[config.mk]
export PLATFORM = sky130hd
export DESIGN_NAME = sle_cell
export DESIGN_NICKNAME = d
export VERILOG_FILES = /design/src/hw/rtl/sle_pkg.sv /design/src/hw/rtl/sle_cell.sv
export SDC_FILE = /design/constraint.sdc
export NUM_CORES = 1
export LEC_CHECK = 0
export BUFFER_PORTS_ARGS = -buffer_cell sky130_fd_sc_hd__buf_4
export CORE_ASPECT_RATIO = 1.4
export CORE_MARGIN = 2
export CORE_UTILIZATION = 45
export CTS_CLUSTER_DIAMETER = 200
export DETAILED_ROUTE_END_ITERATION = 8
export PLACE_DENSITY = 0.91
export SLEW_MARGIN = 40
export SYNTH_ARGS = -nofsm -noshare
export SYNTH_HDL_FRONTEND = slang
export SYNTH_SLANG_ARGS = --single-unit
[constraint.sdc]
create_clock -name clk -period 1.4 [get_ports clk]
set_clock_uncertainty 0.15 [all_clocks]
set_input_delay 0 -clock clk [delete_from_list [all_inputs] [get_ports clk]]
set_output_delay 0 -clock clk [all_outputs]
set_load 0.03 [all_outputs]
[src/hw/rtl/sle_pkg.sv]
`timescale 1ns / 1ps
// ----------------------------------------------------------------------------
// sle_pkg
// Shared types and codes for the sequential list engine.
// ----------------------------------------------------------------------------
package sle_pkg;

    localparam int DEPTH_DEF = 1024;

    localparam int OP_W   = 3;
    localparam int POS_W  = 11;
    localparam int VAL_W  = 32;
    localparam int ANS_W  = 11;
    localparam int STAT_W = 2;
    localparam int LEN_W  = 11;

    localparam logic [OP_W-1:0] OP_INSERT     = 3'd0;
    localparam logic [OP_W-1:0] OP_DELETE     = 3'd1;
    localparam logic [OP_W-1:0] OP_FIND       = 3'd2;
    localparam logic [OP_W-1:0] OP_COUNT      = 3'd3;
    localparam logic [OP_W-1:0] OP_DEDUP      = 3'd4;
    localparam logic [OP_W-1:0] OP_DEL_RANGE  = 3'd5;

    localparam logic [STAT_W-1:0] ST_OK      = 2'd0;
    localparam logic [STAT_W-1:0] ST_BAD_POS = 2'd1;
    localparam logic [STAT_W-1:0] ST_FULL    = 2'd2;
    localparam logic [STAT_W-1:0] ST_UNUSED  = 2'd3;

    typedef enum logic [1:0] {
        S_IDLE,
        S_RUN,
        S_NEXT,
        S_DONE
    } sle_state_t;

    // broadcast from the sequencer to every cell
    typedef struct packed {
        logic             init;   // park the write token on cell 0
        logic             shift;  // rotate the ring one place
        logic             wr;     // write wdata at the token slot
        logic [VAL_W-1:0] wdata;
    } cell_ctrl_t;

endpackage

[src/hw/rtl/sle_cell.sv]
`timescale 1ns / 1ps
// ----------------------------------------------------------------------------
// sle_cell
// One ring cell: a stored element and a write-token bit.
// ----------------------------------------------------------------------------
module sle_cell #(
    parameter bit IS_FIRST = 1'b0
) (
    input  logic                   clk,
    input  logic                   rst_n,
    input  sle_pkg::cell_ctrl_t    ctrl,
    input  logic [31:0]            nxt_data,
    input  logic                   nxt_tok,
    output logic [31:0]            data,
    output logic                   tok
);
    import sle_pkg::*;

    logic [31:0] data_reg;
    logic        tok_reg;

    always_ff @(posedge clk or negedge rst_n)
    begin
        if (!rst_n)
        begin
            tok_reg <= 1'b0;
        end
        else if (ctrl.init)
        begin
            tok_reg <= IS_FIRST;
        end
        else if (ctrl.shift)
        begin
            // on a write the token stays put: its slot moves on by one
            tok_reg <= ctrl.wr ? tok_reg : nxt_tok;
        end
    end

    always_ff @(posedge clk)
    begin
        if (ctrl.shift)
        begin
            data_reg <= (ctrl.wr && nxt_tok) ? ctrl.wdata : nxt_data;
        end
    end

    assign data = data_reg;
    assign tok  = tok_reg;

endmodule

==> impl.org <==
** Worst setup path
- Required time at the endpoint of the critical path :: between 1000 and 1500 ps
- The critical path is of the input port to flop type.
- In this design, the stage delay of the slowest critical-path cell is slightly below 600 ps.
- CP max FO :: 1
- For this design, the slowest cell found on the critical path is dlygate4sd3_1.
- Sort of element at the start of the critical path :: input port
- Worst R2R Setup Slack :: 600 ps
- List of cells traversed by the critical path :: dlygate4sd3_1, buf_4, mux2_4
- Worst Setup End Kind :: flop
- Data arrives at the worst endpoint at 1000 ps.

** Detailed routing
- Post-route antenna net violation count :: 0
- TritonRoute pass-1 iters :: 4
- For this run, design rule violations remaining after detail routing come to 0.
- Via count of the routed design :: 1461
- Dividing the detail-routed wire length by the instance count gives 22.29 microns.
- After the first detailed-routing iteration, the DRC count stood at 49.
- Summed over all layers, the routed wires come to roughly 6.5 mm.
- Via count normalized by instance count :: 5.038

** Clocking
- Clock tree from TritonCTS :: yes
- Clock transition at path regs :: about 70 ps
- Clock tree root driver cell :: clkbuf_8
- Clock buffer count from CTS :: 5
- Postcts setup bufs :: 0
- Depth of the CTS H-tree :: 2
- Buffers from clock root to sink, at most :: 2
- Count of clock tree sinks :: 33
- The clock reaches the later pin of the worst-skew pair after 270 ps.

** Place
- Placement Cell Area :: roughly 0.0024 sq mm
- Buffers placed on the I/O ports in this run total approximately 100.
- Final GP Congestion :: 0.7457
- Counting tap cells, the placed design contains a total of between 200 and 250 instances.

** Floorplanning
- Initial cell density of the core :: a little under half
- In this run the core area contains 25 standard-cell rows.
- Die height :: around 74 microns
- Measured along the x axis, the die boundary spans between 50 and 60 microns.
- The floorplan step defined a die boundary enclosing 0.003964 sq mm.
- Area of the core region :: 0.003347 sq mm
- Pin placement for this block handled 103 I/O pins.

** Synthesis
- During synthesis, Yosys emitted a total of 0 warnings.
- Synthesis produced a netlist with a net count of around 140.
- The synthesized netlist devotes 2.404% of its cell area to simple gates.
- Multiplexer area fraction after synthesis :: a little under a third
- After synthesis, flip-flops and latches occupy between 60% and 70% of the total area.
- Mapped Avg Cell Area :: 21.39 sq um
- The synthesized netlist devotes less than 1% of its cell area to compound gates.
- Counting flops and latches in the post-synthesis netlist gives 33.
- Adder-cell area share of the yosys netlist :: 0%
- Counting every instance in the synthesized netlist gives 73.
- After synthesis, the netlist uses 10 different library cells.
- Fraction of synthesized cell area in xor and xnor cells :: 0%
- Netlist area before placement :: ~0.0016 sq mm
- Largest family of logic cells by synthesized area :: multiplexers

** Worst hold path
- Class of the tightest hold or removal check :: input port to flop

** Timing
- Slew at the pin closest to its max-slew limit :: about 420 ps
- The number of max-slew violations in the final report is 0.
- Unrepaired setup endpoints after global routing :: no
- Time the final worst path needs with I/O delays and setup :: about 1100 ps
- Worst slew margin relative to its limit :: 72.18%
- Final setup viols :: 0
- Peak clock frequency supported by timing :: around 0.89 GHz
- Total negative setup slack :: 0 ps
- Of the available clock period, the critical path in the final layout requires 80.39%.
- The final hold violation count came to 0.

** Layout
- Fill cells in the final layout number between 70 and 80.
- The register with the most flip-flops in the layout has 32 of them.
- Summing all multi-input logic gate instances after layout gives around 520 sq um.
- Compared with the post-synthesis result, the final layout area differs by 100.1%.
- In the final design database the tool counted 320 nets.
- Of the cells placed in the final design, the portion with a size suffix greater than 1 is between 50 and 60%.
- At the end of the flow the core is filled with cells to between 90 and 100%.
- The count of cells in the finished layout, fillers not included, comes to between 200 and 300.
- Commonest non-fill, non-tap cell in the layout :: buf_4
- The sequential cells in the finished layout cover a total of roughly 990 sq um.
- In the layout the commonest cells are buf_4 (102), dlygate4sd3_1 (69), edfxtp_1 (32).
- Once layout is done, the placed cells without fillers occupy 0.003124 sq mm.

** GRT
- Maximum number of pins on one net before global-route repair :: 35
- Vias in the first global route :: between 1500 and 2000
- GRT overflow :: 0
- The initial antenna violation count was 0.
- Global-route wire length before repair :: approximately 9.0 mm
- For this run, the total global-route usage over all layers was measured as between 30% and 40%.

** Power and ir drop
- Summed over all cells, the static leakage comes to ~0.0015 uW.
- Power spread over the standard cell area amounts to ~870 mW/mm^2.
- The design draws around 2700 uW.
- VDD sags by at most approximately 900 uV.

** Run
- Max Cap Violations :: 0

** Outcome
- Result of the run :: completed
-- worst max-delay path, delay by kind of cell --
family	cells	cell delay [ps]
buffers and inverters	2	740
muxes	1	260
-- final cells by class --
cell class                 instances  share of cell area (%)
timing repair buffer             173                   47.90
sequential                        33                   31.56
multi-input combinational         37                   16.50
clock buffer                       5                   2.203
tap                               40                   1.602
clock inverter                     1                  0.1602
antenna                            1                 0.08010
-- power breakdown --
part	leakage [uW]	internal [uW]	total [uW]	switching, uW
Clock	0.0000399	326	638	312
Sequential	0.000327	1190	1230	37.2
Combinational	0.00109	472	855	383
Total	0.00146	1990	2720	732
-- cell families after synthesis --
kind of cell | after synthesis
AO/OA/AOI/OAI | 1
AND/OR/NAND/NOR | 4
flip-flops | 33
buffers and inverters | 3
multiplexers | 32
-- what timing repair did --
action,in CTS,in global routing
hold buffers,69,0
gates resized for setup,0,0
endpoints found under the hold margin,34,0
endpoints found under the setup margin,0,0
-- metrics by stage --
stage | hold slack, ps | worst slack (ps)
floorplan | -445.6 | 450.3
global placement | -374.1 | 266.5
detailed placement | -372.9 | 233.7
CTS | 31.66 | 318.6
global route | 33.57 | 289.8
finish | 37.91 | 274.6
-- final timing paths --
check	start	end	depth (start not counted)
worst max-delay path	ctrl[25]	data[25]	3
max in group asynchronous	rst_n	tok	3
worst min register to register	tok	tok	2
min in group asynchronous	rst_n	tok	3
worst min-delay path	ctrl[33]	data[29]	1
worst max register to register	tok	tok	2
-- synth_stat cells --
cell type  number  area share [%]
mux2_4         30              29
o21ai_0         1            0.32
edfxtp_1       32              62
nand2_4         1            0.72
dfrtp_1         1             1.6
and2b_2         1            0.56
mux2_2          2             1.4
nand2b_1        1            0.40
nand4bb_1       1            0.72
buf_12          3             3.8
-- routing by layer --
metal	vias up	wire, microns	part of all wire (%)	track usage, %
li1	636	-	-	-
met1	702	1878	29	28.76
met2	94	3919	61	68.97
met3	29	347	5.4	8.943
met4	0	320	4.9	21.08
met5	-	0	0	0
(Power assumes the default switching activity.)
