`config.mk`:
```
export PLATFORM = sky130hd
export DESIGN_NAME = sle_ctrl
export DESIGN_NICKNAME = d
export VERILOG_FILES = /design/src/hw/rtl/sle_pkg.sv /design/src/hw/rtl/sle_ctrl.sv
export SDC_FILE = /design/constraint.sdc
export NUM_CORES = 1
export LEC_CHECK = 0
export ABC_CLOCK_PERIOD_IN_PS = 13400
export BUFFER_PORTS_ARGS = -buffer_cell sky130_fd_sc_hd__clkbuf_2
export CAP_MARGIN = 20
export CORE_MARGIN = 10
export CORE_UTILIZATION = 50
export DETAILED_ROUTE_END_ITERATION = 7
export GPL_ROUTABILITY_DRIVEN = 0
export HOLD_SLACK_MARGIN = 0.12
export PLACE_DENSITY_LB_ADDON = 0.12
export REMOVE_ABC_BUFFERS = 1
export SETUP_SLACK_MARGIN = 0.02
export SLEW_MARGIN = 10
export SYNTH_ARGS = -nofsm -noshare
export SYNTH_HDL_FRONTEND = slang
export SYNTH_SLANG_ARGS = --single-unit
```
`constraint.sdc`:
```
create_clock -name clk -period 13.4 [get_ports clk]
set_input_delay 2.01 -clock clk [delete_from_list [all_inputs] [get_ports clk]]
set_output_delay 2.01 -clock clk [all_outputs]
set_load 0.01 [all_outputs]
```
`src/hw/rtl/sle_pkg.sv`:
```
`timescale 1ns / 1ps
// ----------------------------------------------------------------------------
// sle_pkg
// Shared types and codes for the sequential list engine.
// ----------------------------------------------------------------------------
package sle_pkg;

    localparam int DEPTH_DEF = 1024;

    localparam int OP_W   = 3;
    localparam int POS_W  = 11;
    localparam int VAL_W  = 32;
    localparam int ANS_W  = 11;
    localparam int STAT_W = 2;
    localparam int LEN_W  = 11;

    localparam logic [OP_W-1:0] OP_INSERT     = 3'd0;
    localparam logic [OP_W-1:0] OP_DELETE     = 3'd1;
    localparam logic [OP_W-1:0] OP_FIND       = 3'd2;
    localparam logic [OP_W-1:0] OP_COUNT      = 3'd3;
    localparam logic [OP_W-1:0] OP_DEDUP      = 3'd4;
    localparam logic [OP_W-1:0] OP_DEL_RANGE  = 3'd5;

    localparam logic [STAT_W-1:0] ST_OK      = 2'd0;
    localparam logic [STAT_W-1:0] ST_BAD_POS = 2'd1;
    localparam logic [STAT_W-1:0] ST_FULL    = 2'd2;
    localparam logic [STAT_W-1:0] ST_UNUSED  = 2'd3;

    typedef enum logic [1:0] {
        S_IDLE,
        S_RUN,
        S_NEXT,
        S_DONE
    } sle_state_t;

    // broadcast from the sequencer to every cell
    typedef struct packed {
        logic             init;   // park the write token on cell 0
        logic             shift;  // rotate the ring one place
        logic             wr;     // write wdata at the token slot
        logic [VAL_W-1:0] wdata;
    } cell_ctrl_t;

endpackage

```
`src/hw/rtl/sle_ctrl.sv`:
```
`timescale 1ns / 1ps
// ----------------------------------------------------------------------------
// sle_ctrl
// Sequencer: takes an operation, walks the ring once per pass, forms result.
// ----------------------------------------------------------------------------
module sle_ctrl #(
    parameter int DEPTH = sle_pkg::DEPTH_DEF
) (
    input  logic                            clk,
    input  logic                            rst_n,
    input  logic                            in_valid,
    output logic                            in_ready,
    input  logic [sle_pkg::OP_W-1:0]        op,
    input  logic [sle_pkg::POS_W-1:0]       position,
    input  logic signed [31:0]              value,
    input  logic signed [31:0]              upper_bound,
    input  logic [31:0]                     head,
    output sle_pkg::cell_ctrl_t             ctrl,
    output logic                            out_valid,
    input  logic                            out_ready,
    output logic [sle_pkg::ANS_W-1:0]       answer,
    output logic [sle_pkg::STAT_W-1:0]      status,
    output logic [sle_pkg::LEN_W-1:0]       length
);
    import sle_pkg::*;

    localparam int IW   = $clog2(DEPTH);
    localparam int CW   = $clog2(DEPTH + 1);
    localparam int CMPW = ((CW > POS_W) ? CW : POS_W) + 1;

    sle_state_t         state_reg, state_next;
    logic [IW-1:0]      j_reg, j_next;
    logic [CW-1:0]      k_reg, k_next;
    logic [CW-1:0]      n_reg, n_next;
    logic [CW-1:0]      p_reg, p_next;
    logic [CW-1:0]      ans_reg, ans_next;
    logic               found_reg, found_next;
    logic [31:0]        carry_reg, carry_next;
    logic [31:0]        key_reg, key_next;
    logic [OP_W-1:0]    op_reg, op_next;
    logic [CW-1:0]      posm1_reg, posm1_next;
    logic signed [31:0] val_reg, val_next;
    logic signed [31:0] ub_reg, ub_next;
    logic [STAT_W-1:0]  st_reg, st_next;

    logic               ov_reg, ov_next;
    logic [ANS_W-1:0]   oans_reg, oans_next;
    logic [STAT_W-1:0]  ost_reg, ost_next;
    logic [LEN_W-1:0]   olen_reg, olen_next;

    logic [CMPW-1:0] pos_w, n_w;
    logic [CW-1:0]   jw, k_fin;
    logic            in_list, in_range, accept, last, wr;
    logic [31:0]     wdata;

    assign pos_w    = CMPW'(position);
    assign n_w      = CMPW'(n_reg);
    assign jw       = CW'(j_reg);
    assign in_list  = jw < n_reg;
    assign in_range = ($signed(head) >= val_reg) && ($signed(head) <= ub_reg);
    assign last     = (j_reg == IW'(DEPTH - 1));
    assign in_ready = (state_reg == S_IDLE);
    assign accept   = in_valid && in_ready;
    assign k_fin    = k_reg + CW'(wr);

    // per-step write decision
    always_comb
    begin
        wr    = 1'b0;
        wdata = head;
        unique case (op_reg)
            OP_INSERT:
            begin
                wr = (jw <= n_reg);
                if (jw < posm1_reg)
                    wdata = head;
                else if (jw == posm1_reg)
                    wdata = val_reg;
                else
                    wdata = carry_reg;
            end
            OP_DELETE:    wr = in_list && (jw != posm1_reg);
            OP_DEL_RANGE: wr = in_list && !in_range;
            OP_DEDUP:     wr = in_list && ((jw <= p_reg) || (head != key_reg));
            default:      wr = 1'b0;
        endcase
        if (state_reg != S_RUN)
            wr = 1'b0;
    end

    always_comb
    begin
        state_next = state_reg;
        j_next     = j_reg;
        k_next     = k_reg;
        n_next     = n_reg;
        p_next     = p_reg;
        ans_next   = ans_reg;
        found_next = found_reg;
        carry_next = carry_reg;
        key_next   = key_reg;
        op_next    = op_reg;
        posm1_next = posm1_reg;
        val_next   = val_reg;
        ub_next    = ub_reg;
        st_next    = st_reg;
        ov_next    = ov_reg;
        oans_next  = oans_reg;
        ost_next   = ost_reg;
        olen_next  = olen_reg;

        ctrl.init  = 1'b0;
        ctrl.shift = 1'b0;
        ctrl.wr    = wr;
        ctrl.wdata = wdata;

        if (out_ready)
            ov_next = 1'b0;

        unique case (state_reg)
            S_IDLE:
            begin
                if (accept)
                begin
                    op_next    = op;
                    posm1_next = CW'(pos_w - CMPW'(1));
                    val_next   = value;
                    ub_next    = upper_bound;
                    st_next    = ST_OK;
                    ans_next   = '0;
                    found_next = 1'b0;
                    j_next     = '0;
                    k_next     = '0;
                    p_next     = '0;
                    state_next = S_RUN;
                    ctrl.init  = 1'b1;
                    priority if (op == OP_INSERT)
                    begin
                        if (position == '0 || pos_w > n_w + CMPW'(1))
                        begin
                            st_next    = ST_BAD_POS;
                            state_next = S_DONE;
                            ctrl.init  = 1'b0;
                        end
                        else if (n_reg == CW'(DEPTH))
                        begin
                            st_next    = ST_FULL;
                            state_next = S_DONE;
                            ctrl.init  = 1'b0;
                        end
                    end
                    else if (op == OP_DELETE)
                    begin
                        if (position == '0 || pos_w > n_w)
                        begin
                            st_next    = ST_BAD_POS;
                            state_next = S_DONE;
                            ctrl.init  = 1'b0;
                        end
                    end
                    else if (op > OP_DEL_RANGE)
                    begin
                        state_next = S_DONE;
                        ctrl.init  = 1'b0;
                    end
                end
            end
            S_RUN:
            begin
                ctrl.shift = 1'b1;
                carry_next = head;
                k_next     = k_fin;
                j_next     = j_reg + IW'(1);
                if (op_reg == OP_DEDUP && jw == p_reg)
                    key_next = head;
                if (op_reg == OP_FIND && in_list && !found_reg && head == val_reg)
                begin
                    found_next = 1'b1;
                    ans_next   = jw + CW'(1);
                end
                if (op_reg == OP_COUNT && in_list && in_range)
                    ans_next = ans_reg + CW'(1);
                if (last)
                begin
                    j_next     = '0;
                    state_next = S_DONE;
                    if (op_reg != OP_FIND && op_reg != OP_COUNT)
                        n_next = k_fin;
                    if (op_reg == OP_DEDUP && (p_reg + CW'(1)) < k_fin)
                    begin
                        p_next     = p_reg + CW'(1);
                        state_next = S_NEXT;
                    end
                end
            end
            S_NEXT:
            begin
                ctrl.init  = 1'b1;
                j_next     = '0;
                k_next     = '0;
                state_next = S_RUN;
            end
            S_DONE:
            begin
                if (!ov_reg || out_ready)
                begin
                    ov_next    = 1'b1;
                    oans_next  = ANS_W'(ans_reg);
                    ost_next   = st_reg;
                    olen_next  = LEN_W'(n_reg);
                    state_next = S_IDLE;
                end
            end
            default: state_next = S_IDLE;
        endcase
    end

    always_ff @(posedge clk or negedge rst_n)
    begin
        if (!rst_n)
        begin
            state_reg <= S_IDLE;
            n_reg     <= '0;
            ov_reg    <= 1'b0;
        end
        else
        begin
            state_reg <= state_next;
            n_reg     <= n_next;
            ov_reg    <= ov_next;
        end
    end

    always_ff @(posedge clk)
    begin
        j_reg     <= j_next;
        k_reg     <= k_next;
        p_reg     <= p_next;
        ans_reg   <= ans_next;
        found_reg <= found_next;
        carry_reg <= carry_next;
        key_reg   <= key_next;
        op_reg    <= op_next;
        posm1_reg <= posm1_next;
        val_reg   <= val_next;
        ub_reg    <= ub_next;
        st_reg    <= st_next;
        oans_reg  <= oans_next;
        ost_reg   <= ost_next;
        olen_reg  <= olen_next;
    end

    assign out_valid = ov_reg;
    assign answer    = oans_reg;
    assign status    = ost_reg;
    assign length    = olen_reg;

endmodule

```
==> impl_results.md, run 1 <==
- Setup CP Type: input pin to flip-flop
- Most common cell after layout, fill and taps aside: edfxtp_1
- Relative slew slack: 0.329
- Skew final: 0.00865 ns
- Die X: 179 um
- Final HPWL DP: 22800 um
- Clock tree buffer depth: 3
- GRT Total Usage: 0.191
- Total power: 1.83 mW
- Row cnt: 58
- Drt drc: 0
- Crit path capture type: flip-flop
- VDD IR max: 0.0868 mV
- Hold Path Depth: 0
- Routed WL: 30800 um
- Run status: finished clean
- Most frequent cells in the layout: edfxtp_1 (212), clkbuf_2 (174), ha_1 (134)
- Synthesized area per cell: 11.6 um2
- Maxcap violations: 0
- Vias: 8843
- Clk_lat worst skew: 0.51 ns
- Crit path DAT: 7.63 ns
- DR vias/cell: 5.47
- Slew Viols, Final: 0
- PwrDens: 125 nW/um2
- Clock Tree Root: clkbuf_16
- Slew @ Worst Pin: 1.00 ns
- Die span in y: 179 um
- PostCTS Resize Cnt: 0
- Pre-antenna DRT Iters: 5
- Final hold violations: 0
- Worst path required time: 13.58 ns
- Endpoints failing setup: 0
- CTS tree: built
- EDFF count, synth: 212
- TritonCTS Buffers: 25
- Fin crit period: 7.45 ns
- Share of layout cells above drive strength 1: 0.180
- Starting Density: 0.504
- Routed Antenna Nets: 0
- Global-route wire length before repair: 48100 um
- Initial DRC count: 551
- WL per Instance: 19.1 um
- Ys flop type: edfxtp_1
- Pleak: 6.20 nW
- Die area: 31900 um2
- Largest net degree at the start of global routing: 65
- GRT Residual Overflow: 0
- Depth of the worst register-to-register path: 21
- TritonCTS Sinks: 226
- # diodes: 0
- Worst hold path type: flip-flop to flip-flop
- Final Util: 0.585
- Core footprint: 25000 um2
- Yosys reg bits: 226
- Peak Freq: 0.134 GHz
- Layout area overhead: 15.9%
- Port buffer count: 174
- Unrepaired setup endpoints after global routing: false
- Register area share after synthesis: 0.533
- Antenna violations before repair: 0
- CTS clock-pin slew for the worst setup and hold paths: 0.06 ns
- Mapped Cells: 1084
- FFs w/ async S/R, synth: 0.0619
- Startpoint types: input pin
- Number of global-route vias before repair: 8791
- Hold Buf Count CTS: 0
- Tcrit/Tclk final: 0.556
- Io pins: 175
- Post-Syn Area: 12600 um2
- Nets@finish: 1517
- H-tree Lvls: 1
- TNS Setup: 0 ns
- # Post-CTS Setup Buffers: 0
- Synth unique cells: 57
- Synth warn: 0
- Layout filler cell count: 2134
- CP Max Fanout: 11
[report_power, final]
| group | total [mW] | switching (mW) | internal (mW) |
|---|---|---|---|
| Sequential | 0.887 | 0.0610 | 0.826 |
| Clock | 0.625 | 0.268 | 0.358 |
| Combinational | 0.313 | 0.169 | 0.144 |
[Yosys cell counts, types with 15 or more instances]
library cell / n / share of area
nor2_1: 92 / 0.027
nor3_1: 15 / 0.0060
clkbuf_1: 17 / 0.0051
o21ai_0: 16 / 0.0064
edfxtp_1: 212 / 0.51
and2_1: 16 / 0.0080
nand3_1: 40 / 0.016
xor2_1: 49 / 0.034
inv_1: 109 / 0.032
mux2i_1: 33 / 0.026
xnor2_1: 37 / 0.026
a21oi_1: 81 / 0.032
nand4_1: 34 / 0.017
a21o_1: 15 / 0.0089
ha_1: 134 / 0.13
nand2_1: 43 / 0.013
[critical path, stage by stage]
cell       delay [ns]
clkbuf_2         0.14
ha_1             0.33
and4_1           0.23
nand2_1          0.12
nor3_1           0.67
o311ai_0         0.51
nand3_1          0.21
nand3_1          0.14
nand3_1          0.11
nand3_1          0.08
a211oi_1         0.52
ha_1             0.36
ha_1             0.30
nand4_1          0.14
xor2_1           0.26
ha_1             0.29
a21o_1           0.16
a21o_1           0.16
a2111oi_0        0.40
o21a_1           0.20
or2_2            0.28
[layer usage]
metal | vias to the layer above | track usage | part of all wire
met3 | 26 | 0.0307 | 0.062
li1 | 4346 | - | -
met1 | 4226 | 0.273 | 0.47
met5 | - | 0 | 0
met2 | 245 | 0.303 | 0.46
met4 | 0 | 0.0341 | 0.013
[cell type report]
class | instances | area [um2] | area share
Multi-Input combinational cell | 725 | 5390 | 0.369
Tap cell | 330 | 413 | 0.0283
Sequential cell | 226 | 6720 | 0.460
Clock buffer | 27 | 633 | 0.0434
Timing Repair Buffer | 182 | 931 | 0.0638
Clock inverter | 17 | 104 | 0.00711
Inverter | 109 | 409 | 0.0280
[cells by family after synthesis]
family / count (synthesis) / share of synthesized area
AND/OR/NAND/NOR: 299 / 0.120
flip-flops: 226 / 0.533
AO/OA/AOI/OAI: 171 / 0.0846
adder cells (fa/ha/maj): 134 / 0.133
buffers and inverters: 133 / 0.0409
XOR/XNOR: 86 / 0.0598
multiplexers: 35 / 0.0280
[through the flow]
step	hold slack (ns)	cells	setup WS [ns]	cell area, um2
global route	0.440	1616	5.52	14600
finish	0.420	1616	5.95	14600
detailed placement	0.407	1572	5.45	13900
global placement	0.400	1572	5.57	13900
floorplan	0.400	1060	6.65	12500
CTS	0.422	1616	5.98	14600
[path summary, 6_finish.rpt]
path                                           endpoint               startpoint  slack [ns]
worst min-delay path                status[1]$_DFFE_PP_  st_reg[1]$_SDFFCE_PP0P_        0.42
worst max-delay path            p_reg[10]$_SDFFCE_PN0P_                 head[27]        5.95
max in group asynchronous          n_reg[3]$_DFFE_PN0P_                    rst_n       11.74
min in group asynchronous          n_reg[9]$_DFFE_PN0P_                    rst_n        1.40
worst max register to register  p_reg[10]$_SDFFCE_PN0P_     ub_reg[26]$_DFFE_PP_        7.27
worst min register to register      status[1]$_DFFE_PP_  st_reg[1]$_SDFFCE_PP0P_        0.42
No activity file was read; power rests on OpenSTA's default activity.
==> run 2, diff against run 1 <==
--- a/config.mk
+++ b/config.mk
@@ -5,7 +5,7 @@
 export SDC_FILE = /design/constraint.sdc
 export NUM_CORES = 1
 export LEC_CHECK = 0
-export ABC_CLOCK_PERIOD_IN_PS = 13400
+export ABC_CLOCK_PERIOD_IN_PS = 7510
 export BUFFER_PORTS_ARGS = -buffer_cell sky130_fd_sc_hd__clkbuf_2
 export CAP_MARGIN = 20
 export CORE_MARGIN = 10
==> constraint.sdc (replaced) <==
create_clock -name clk -period 7.51 [get_ports clk]
set_input_delay 1.1265 -clock clk [delete_from_list [all_inputs] [get_ports clk]]
set_output_delay 1.1265 -clock clk [all_outputs]
set_load 0.01 [all_outputs]
==> impl_results.md, run 2 (synthesized netlist as in run 1, its figures left out) <==
- WP buf/inv: 1 (unchanged)
- Endpoints failing setup: 0 (unchanged)
- Number of global-route vias before repair: 8889 (was 8791)
- Slowest stage delay, CP: 0.68 ns (was 0.67 ns)
- Io pins: 175 (unchanged)
- Pre-antenna DRT Iters: 5 (unchanged)
- Hold Buf Count CTS: 0 (unchanged)
- CP Max Fanout: 11 (unchanged)
- Initial DRC count: 555 (was 551)
- Setup CP Type: input pin to flip-flop (unchanged)
- CTS clock-pin slew for the worst setup and hold paths: 0.06 ns (about the same)
- Worst r2r dst: p_reg[10]$_SDFFCE_PN0P_ (unchanged)
- Worst hold path type: flip-flop to flip-flop (unchanged)
- Hold Path Depth: 0 (unchanged)
- PwrDens: 228 nW/um2 (was 125 nW/um2)
- H-tree Lvls: 1 (unchanged)
- Final HPWL DP: 22900 um (was 22800 um)
- Pre-CTS setup slack: 0.431 ns (was 5.45 ns)
- Unrepaired setup endpoints after global routing: false (unchanged)
- TritonCTS Buffers: 26 (was 25)
- Total power: 3.35 mW (was 1.83 mW)
- Fin crit period: 6.63 ns
- Crit path capture type: flip-flop (unchanged)
- Largest net degree at the start of global routing: 65 (unchanged)
- # Post-CTS Setup Buffers: 0 (unchanged)
- WL per Instance: 19.0 um (was 19.1 um)
- Placed cell area: 13900 um2 (unchanged)
- TritonCTS Sinks: 226 (unchanged)
- CP cell instances: clkbuf_2 > ha_1 > and4_1 > nand2_1 > nor3_1 > o311ai_0 > nand3_1 > nand3_1 > nand3_1 > nand3_1 > a211oi_1 > ha_1 > ha_1 > nand4_1 > xor2_1 > ha_1 > a21o_1 > a21o_1 > a2111oi_0 > o21a_1 > or2_2 (unchanged)
- Storage element area: 6720 um2 (unchanged)
- Tcrit/Tclk final: 0.883
- Antenna violations before repair: 0 (unchanged)
- Startpoint types: input pin (unchanged)
- Routed Antenna Nets: 0 (unchanged)
- Core footprint: 25000 um2 (unchanged)
- Crit path DAT: 6.83 ns (was 7.63 ns)
- Routed WL: 30700 um (was 30800 um)
- Row cnt: 58 (unchanged)
- Worst path required time: 7.71 ns (was 13.58 ns)
- Share of layout cells above drive strength 1: 0.178 (was 0.180)
- Most frequent cells in the layout: edfxtp_1 (212), clkbuf_2 (174), ha_1 (134) (unchanged)
- Vias: 8796 (was 8843)
- HP Start: st_reg[0]$_DFFE_PP_ (was st_reg[1]$_SDFFCE_PP0P_)
- Layout filler cell count: 2138 (was 2134)
- Clock Tree Root: clkbuf_16 (unchanged)
- Die X: 179 um (unchanged)
- Pleak: 6.23 nW (was 6.20 nW)
- Die area: 31900 um2 (unchanged)
- Nets@finish: 1518 (was 1517)
- Slew @ Worst Pin: 1.16 ns (was 1.00 ns)
- CTS tree: built (unchanged)
- Min-Delay Endpoint: status[0]$_DFFE_PP_ (was status[1]$_DFFE_PP_)
- Clk_lat worst skew: 0.52 ns (was 0.51 ns)
- Post-route setup slack: 0.882 ns (was 5.95 ns)
- RR Startpoint: ub_reg[27]$_DFFE_PP_ (was ub_reg[26]$_DFFE_PP_)
- Depth of the worst register-to-register path: 21 (unchanged)
- Run status: finished clean (unchanged)
- Reg2Reg Setup Slack: 1.31 ns (was 7.27 ns)
- Port buffer count: 174 (unchanged)
- Most common cell after layout, fill and taps aside: edfxtp_1 (unchanged)
- Global-route wire length before repair: 48000 um (was 48100 um)
- DR vias/cell: 5.44 (was 5.47)
- Skew final: 0.0118 ns (was 0.00865 ns)
- Layout area overhead: 16.5% (was 15.9%)
- Clock tree buffer depth: 3 (unchanged)
- Peak Freq: 0.151 GHz
- GRT Total Usage: 0.191 (about the same)
- VDD IR max: 0.171 mV (was 0.0868 mV)
- CP top delay family: compound AO/OA/AOI/OAI gates (was simple AND/OR/NAND/NOR gates)
- Slew Viols, Final: 0 (unchanged)
- PostCTS Resize Cnt: 0 (unchanged)
- Maxcap violations: 0 (unchanged)
- Die span in y: 179 um (unchanged)
- Final hold violations: 0 (unchanged)
- TNS Setup: 0 ns (unchanged)
- Combined area of the multi-input logic cells: 5390 um2 (unchanged)
- Slowest CP cell: nor3_1 (unchanged)
- GRT Residual Overflow: 0 (unchanged)
- # diodes: 0 (unchanged)
- Drt drc: 0 (unchanged)
- Relative slew slack: 0.216 (was 0.329)
- Cell area after layout: 14700 um2 (was 14600 um2)
- Starting Density: 0.504 (unchanged)
## run 2: changes by cell type in the layout (fill, tap and decap cells not counted)
cell	change
clkbuf_1	+7
clkinv_2	-5
clkinv_1	-3
clkbuf_16	+2
bufinv_16	+1
## run 2: worst max path at each step
stage                         from                       to  slack (ns)  depth (start not counted)
after floorplan           head[19]   p_reg[0]$_SDFFCE_PN0P_        1.65                         20
after global placement    head[31]   p_reg[3]$_SDFFCE_PN0P_        0.60                         21
after detailed placement  head[31]  p_reg[10]$_SDFFCE_PN0P_        0.43                         21
after CTS                 head[31]  p_reg[10]$_SDFFCE_PN0P_        0.97                         21
after global routing      head[27]  p_reg[10]$_SDFFCE_PN0P_        0.53                         21
final                     head[31]  p_reg[10]$_SDFFCE_PN0P_        0.88                         21
## run 2: layout make-up
type,count,area share
sequential,226,0.458
multi-input combinational,725,0.368
timing repair buffer,182,0.0635
clock buffer,36,0.0484
tap,330,0.0281
inverter,109,0.0279
clock inverter,10,0.00665
## run 2: metrics by stage
stage / hold slack, ns / utilization / instances
after floorplan: 0.400 / - / 1060
after global placement: 0.400 / 0.555 / 1572
after detailed placement: 0.409 / 0.555 / 1572
after CTS: 0.424 / 0.588 / 1618
after global routing: 0.437 / 0.588 / 1618
final: 0.421 / 0.588 / 1618
## run 2: power by group
part	switching, mW	leakage (nW)	total (mW)	internal, mW
clock network	0.488	0.390	1.21	0.723
logic	0.302	3.69	0.558	0.256
registers	0.107	2.15	1.58	1.47
## run 2: metal layers
metal | global-route usage | wire length (um)
met5 | 0 | 0
met3 | 0.0343 | 1890
met4 | 0.0424 | 518
met1 | 0.271 | 14300
met2 | 0.299 | 14000
==> run 3, diff against run 2 <==
--- a/config.mk
+++ b/config.mk
@@ -13,7 +13,8 @@
 export DETAILED_ROUTE_END_ITERATION = 7
 export GPL_ROUTABILITY_DRIVEN = 0
 export HOLD_SLACK_MARGIN = 0.12
-export PLACE_DENSITY_LB_ADDON = 0.12
+export MAX_ROUTING_LAYER = met4
+export PLACE_DENSITY_LB_ADDON = 0.25
 export REMOVE_ABC_BUFFERS = 1
 export SETUP_SLACK_MARGIN = 0.02
 export SLEW_MARGIN = 10
==> impl_results.md, run 3 (synthesized netlist as in run 1, its figures left out) <==
- Placed cell area: 13900 um2 (unchanged)
- Starting Density: 0.504 (unchanged)
- Startpoint types: input pin (unchanged)
- DP Cell Count: 1572 (unchanged)
- Most frequent cells in the layout: edfxtp_1 (212), clkbuf_2 (174), ha_1 (134) (unchanged)
- Run status: finished clean (unchanged)
- Layout area overhead: 17.7% (was 16.5%)
- Final hold violations: 0 (unchanged)
- Pre-CTS setup slack: 0.734 ns (was 0.431 ns)
- Pleak: 6.30 nW (was 6.23 nW)
- Worst path required time: 7.71 ns (about the same)
- CTS clock-pin slew for the worst setup and hold paths: 0.06 ns (about the same)
- Cell area after layout: 14800 um2 (was 14700 um2)
- PostCTS Resize Cnt: 0 (unchanged)
- Final Util: 0.594 (was 0.588)
- Row cnt: 58 (unchanged)
- Io pins: 175 (unchanged)
- Crit path DAT: 6.52 ns (was 6.83 ns)
- Global-route wire length before repair: 49200 um (was 48000 um)
- Met2 Usage GRT: 0.322 (was 0.299)
- TritonCTS Buffers: 24 (was 26)
- GRT busiest layer: met2 (unchanged)
- Pre-antenna DRT Iters: 6 (was 5)
- Die span in y: 179 um (unchanged)
- TritonCTS Sinks: 226 (unchanged)
- CP Max Fanout: 11 (unchanged)
- Number of global-route vias before repair: 9125 (was 8889)
- Share of layout cells above drive strength 1: 0.186 (was 0.178)
- Core footprint: 25000 um2 (unchanged)
- Setup CP Type: input pin to flip-flop (unchanged)
- Final HPWL DP: 23100 um (was 22900 um)
- Peak Freq: 0.158 GHz (was 0.151 GHz)
- Clock Tree Root: clkbuf_16 (unchanged)
- Die area: 31900 um2 (unchanged)
- Relative slew slack: 0.295 (was 0.216)
- Unrepaired setup endpoints after global routing: false (unchanged)
- Vias: 8869 (was 8796)
- DR vias/cell: 5.48 (was 5.44)
- WL per Instance: 19.4 um (was 19.0 um)
- Hold Buf Count CTS: 0 (unchanged)
- Tcrit/Tclk final: 0.841 (was 0.883)
- Routed Antenna Nets: 0 (unchanged)
- Most common cell after layout, fill and taps aside: edfxtp_1 (unchanged)
- Fin crit period: 6.31 ns (was 6.63 ns)
- Slew Viols, Final: 0 (unchanged)
- # Post-CTS Setup Buffers: 0 (unchanged)
- Met1 Use GR: 0.261 (was 0.271)
- Routed WL: 31300 um (was 30700 um)
- Drt drc: 0 (unchanged)
- Maxcap violations: 0 (unchanged)
- WHS: 0.420 ns (was 0.421 ns)
- Met3 Track Usage GR: 0.0280 (was 0.0343)
- Total power: 3.57 mW (was 3.35 mW)
- H-tree Lvls: 1 (unchanged)
- Port buffer count: 174 (unchanged)
- CTS tree: built (unchanged)
- Layout filler cell count: 2059 (was 2138)
- Post-route insts no fill: 1617 (was 1618)
- VDD IR max: 0.188 mV (was 0.171 mV)
- Initial DRC count: 719 (was 555)
- Skew final: 0.00693 ns (was 0.0118 ns)
- Crit path capture type: flip-flop (unchanged)
- TNS Setup: 0 ns (unchanged)
- Post-route setup slack: 1.20 ns (was 0.882 ns)
- GRT Residual Overflow: 0 (unchanged)
- Clk_lat worst skew: 0.52 ns (about the same)
- PwrDens: 241 nW/um2 (was 228 nW/um2)
- Slew @ Worst Pin: 1.06 ns (was 1.16 ns)
- Antenna violations before repair: 1 (was 0)
- Die X: 179 um (unchanged)
- Endpoints failing setup: 0 (unchanged)
- Worst hold path type: flip-flop to flip-flop (unchanged)
- Clock tree buffer depth: 3 (unchanged)
- Largest net degree at the start of global routing: 69 (was 65)
- Nets@finish: 1516 (was 1518)
- GRT Total Usage: 0.200 (was 0.191)
-- run 3: cell type report --
| type | count | area (um2) | area share |
|---|---|---|---|
| well taps | 330 | 413 | 0.0279 |
| clock buffers | 26 | 639 | 0.0431 |
| inverters | 109 | 409 | 0.0276 |
| multi-input cells | 725 | 5390 | 0.364 |
| diodes | 1 | 2.50 | 0.000169 |
| flip-flops and latches | 226 | 6720 | 0.453 |
| clock inverters | 18 | 319 | 0.0215 |
| repair buffers | 182 | 931 | 0.0628 |
-- run 3: worst max-delay path, stage by stage --
cell	delay, ns
clkbuf_2	0.15
ha_1	0.34
a21oi_1	0.15
o21ai_1	0.10
a221o_1	0.35
a2111oi_0	0.72
and4_4	0.34
nor2_2	0.05
nand3_1	0.08
nand3_1	0.08
a211oi_1	0.51
ha_1	0.36
ha_1	0.29
nand4_1	0.14
xor2_1	0.26
ha_1	0.29
a21o_1	0.16
a21o_1	0.17
a2111oi_0	0.40
o21a_1	0.20
or2_2	0.26
-- run 3: where the power goes --
part / leakage, nW / internal [mW] / switching (mW)
combinational: 3.69 / 0.257 / 0.309
sequential: 2.15 / 1.47 / 0.106
clock: 0.468 / 0.923 / 0.497
-- run 3: worst paths after layout --
kind / startpoint / end / slack [ns] / cells past startpoint
max in group asynchronous: rst_n / n_reg[2]$_DFFE_PN0P_ / 6.75 / 1
max reg2reg: val_reg[19]$_DFFE_PP_ / p_reg[6]$_SDFFCE_PN0P_ / 1.57 / 21
max: head[17] / p_reg[6]$_SDFFCE_PN0P_ / 1.20 / 21
min in group asynchronous: rst_n / out_valid$_DFF_PN0_ / 0.50 / 1
min reg2reg: st_reg[0]$_DFFE_PP_ / status[0]$_DFFE_PP_ / 0.42 / 0
min: st_reg[0]$_DFFE_PP_ / status[0]$_DFFE_PP_ / 0.42 / 0
-- run 3: metal layers --
metal	routed length, um	part of all wire	vias up
met2	14800	0.47	254
met4	814	0.026	0
li1	-	-	4329
met1	14100	0.45	4234
met5	0	0	-
met3	1640	0.052	52
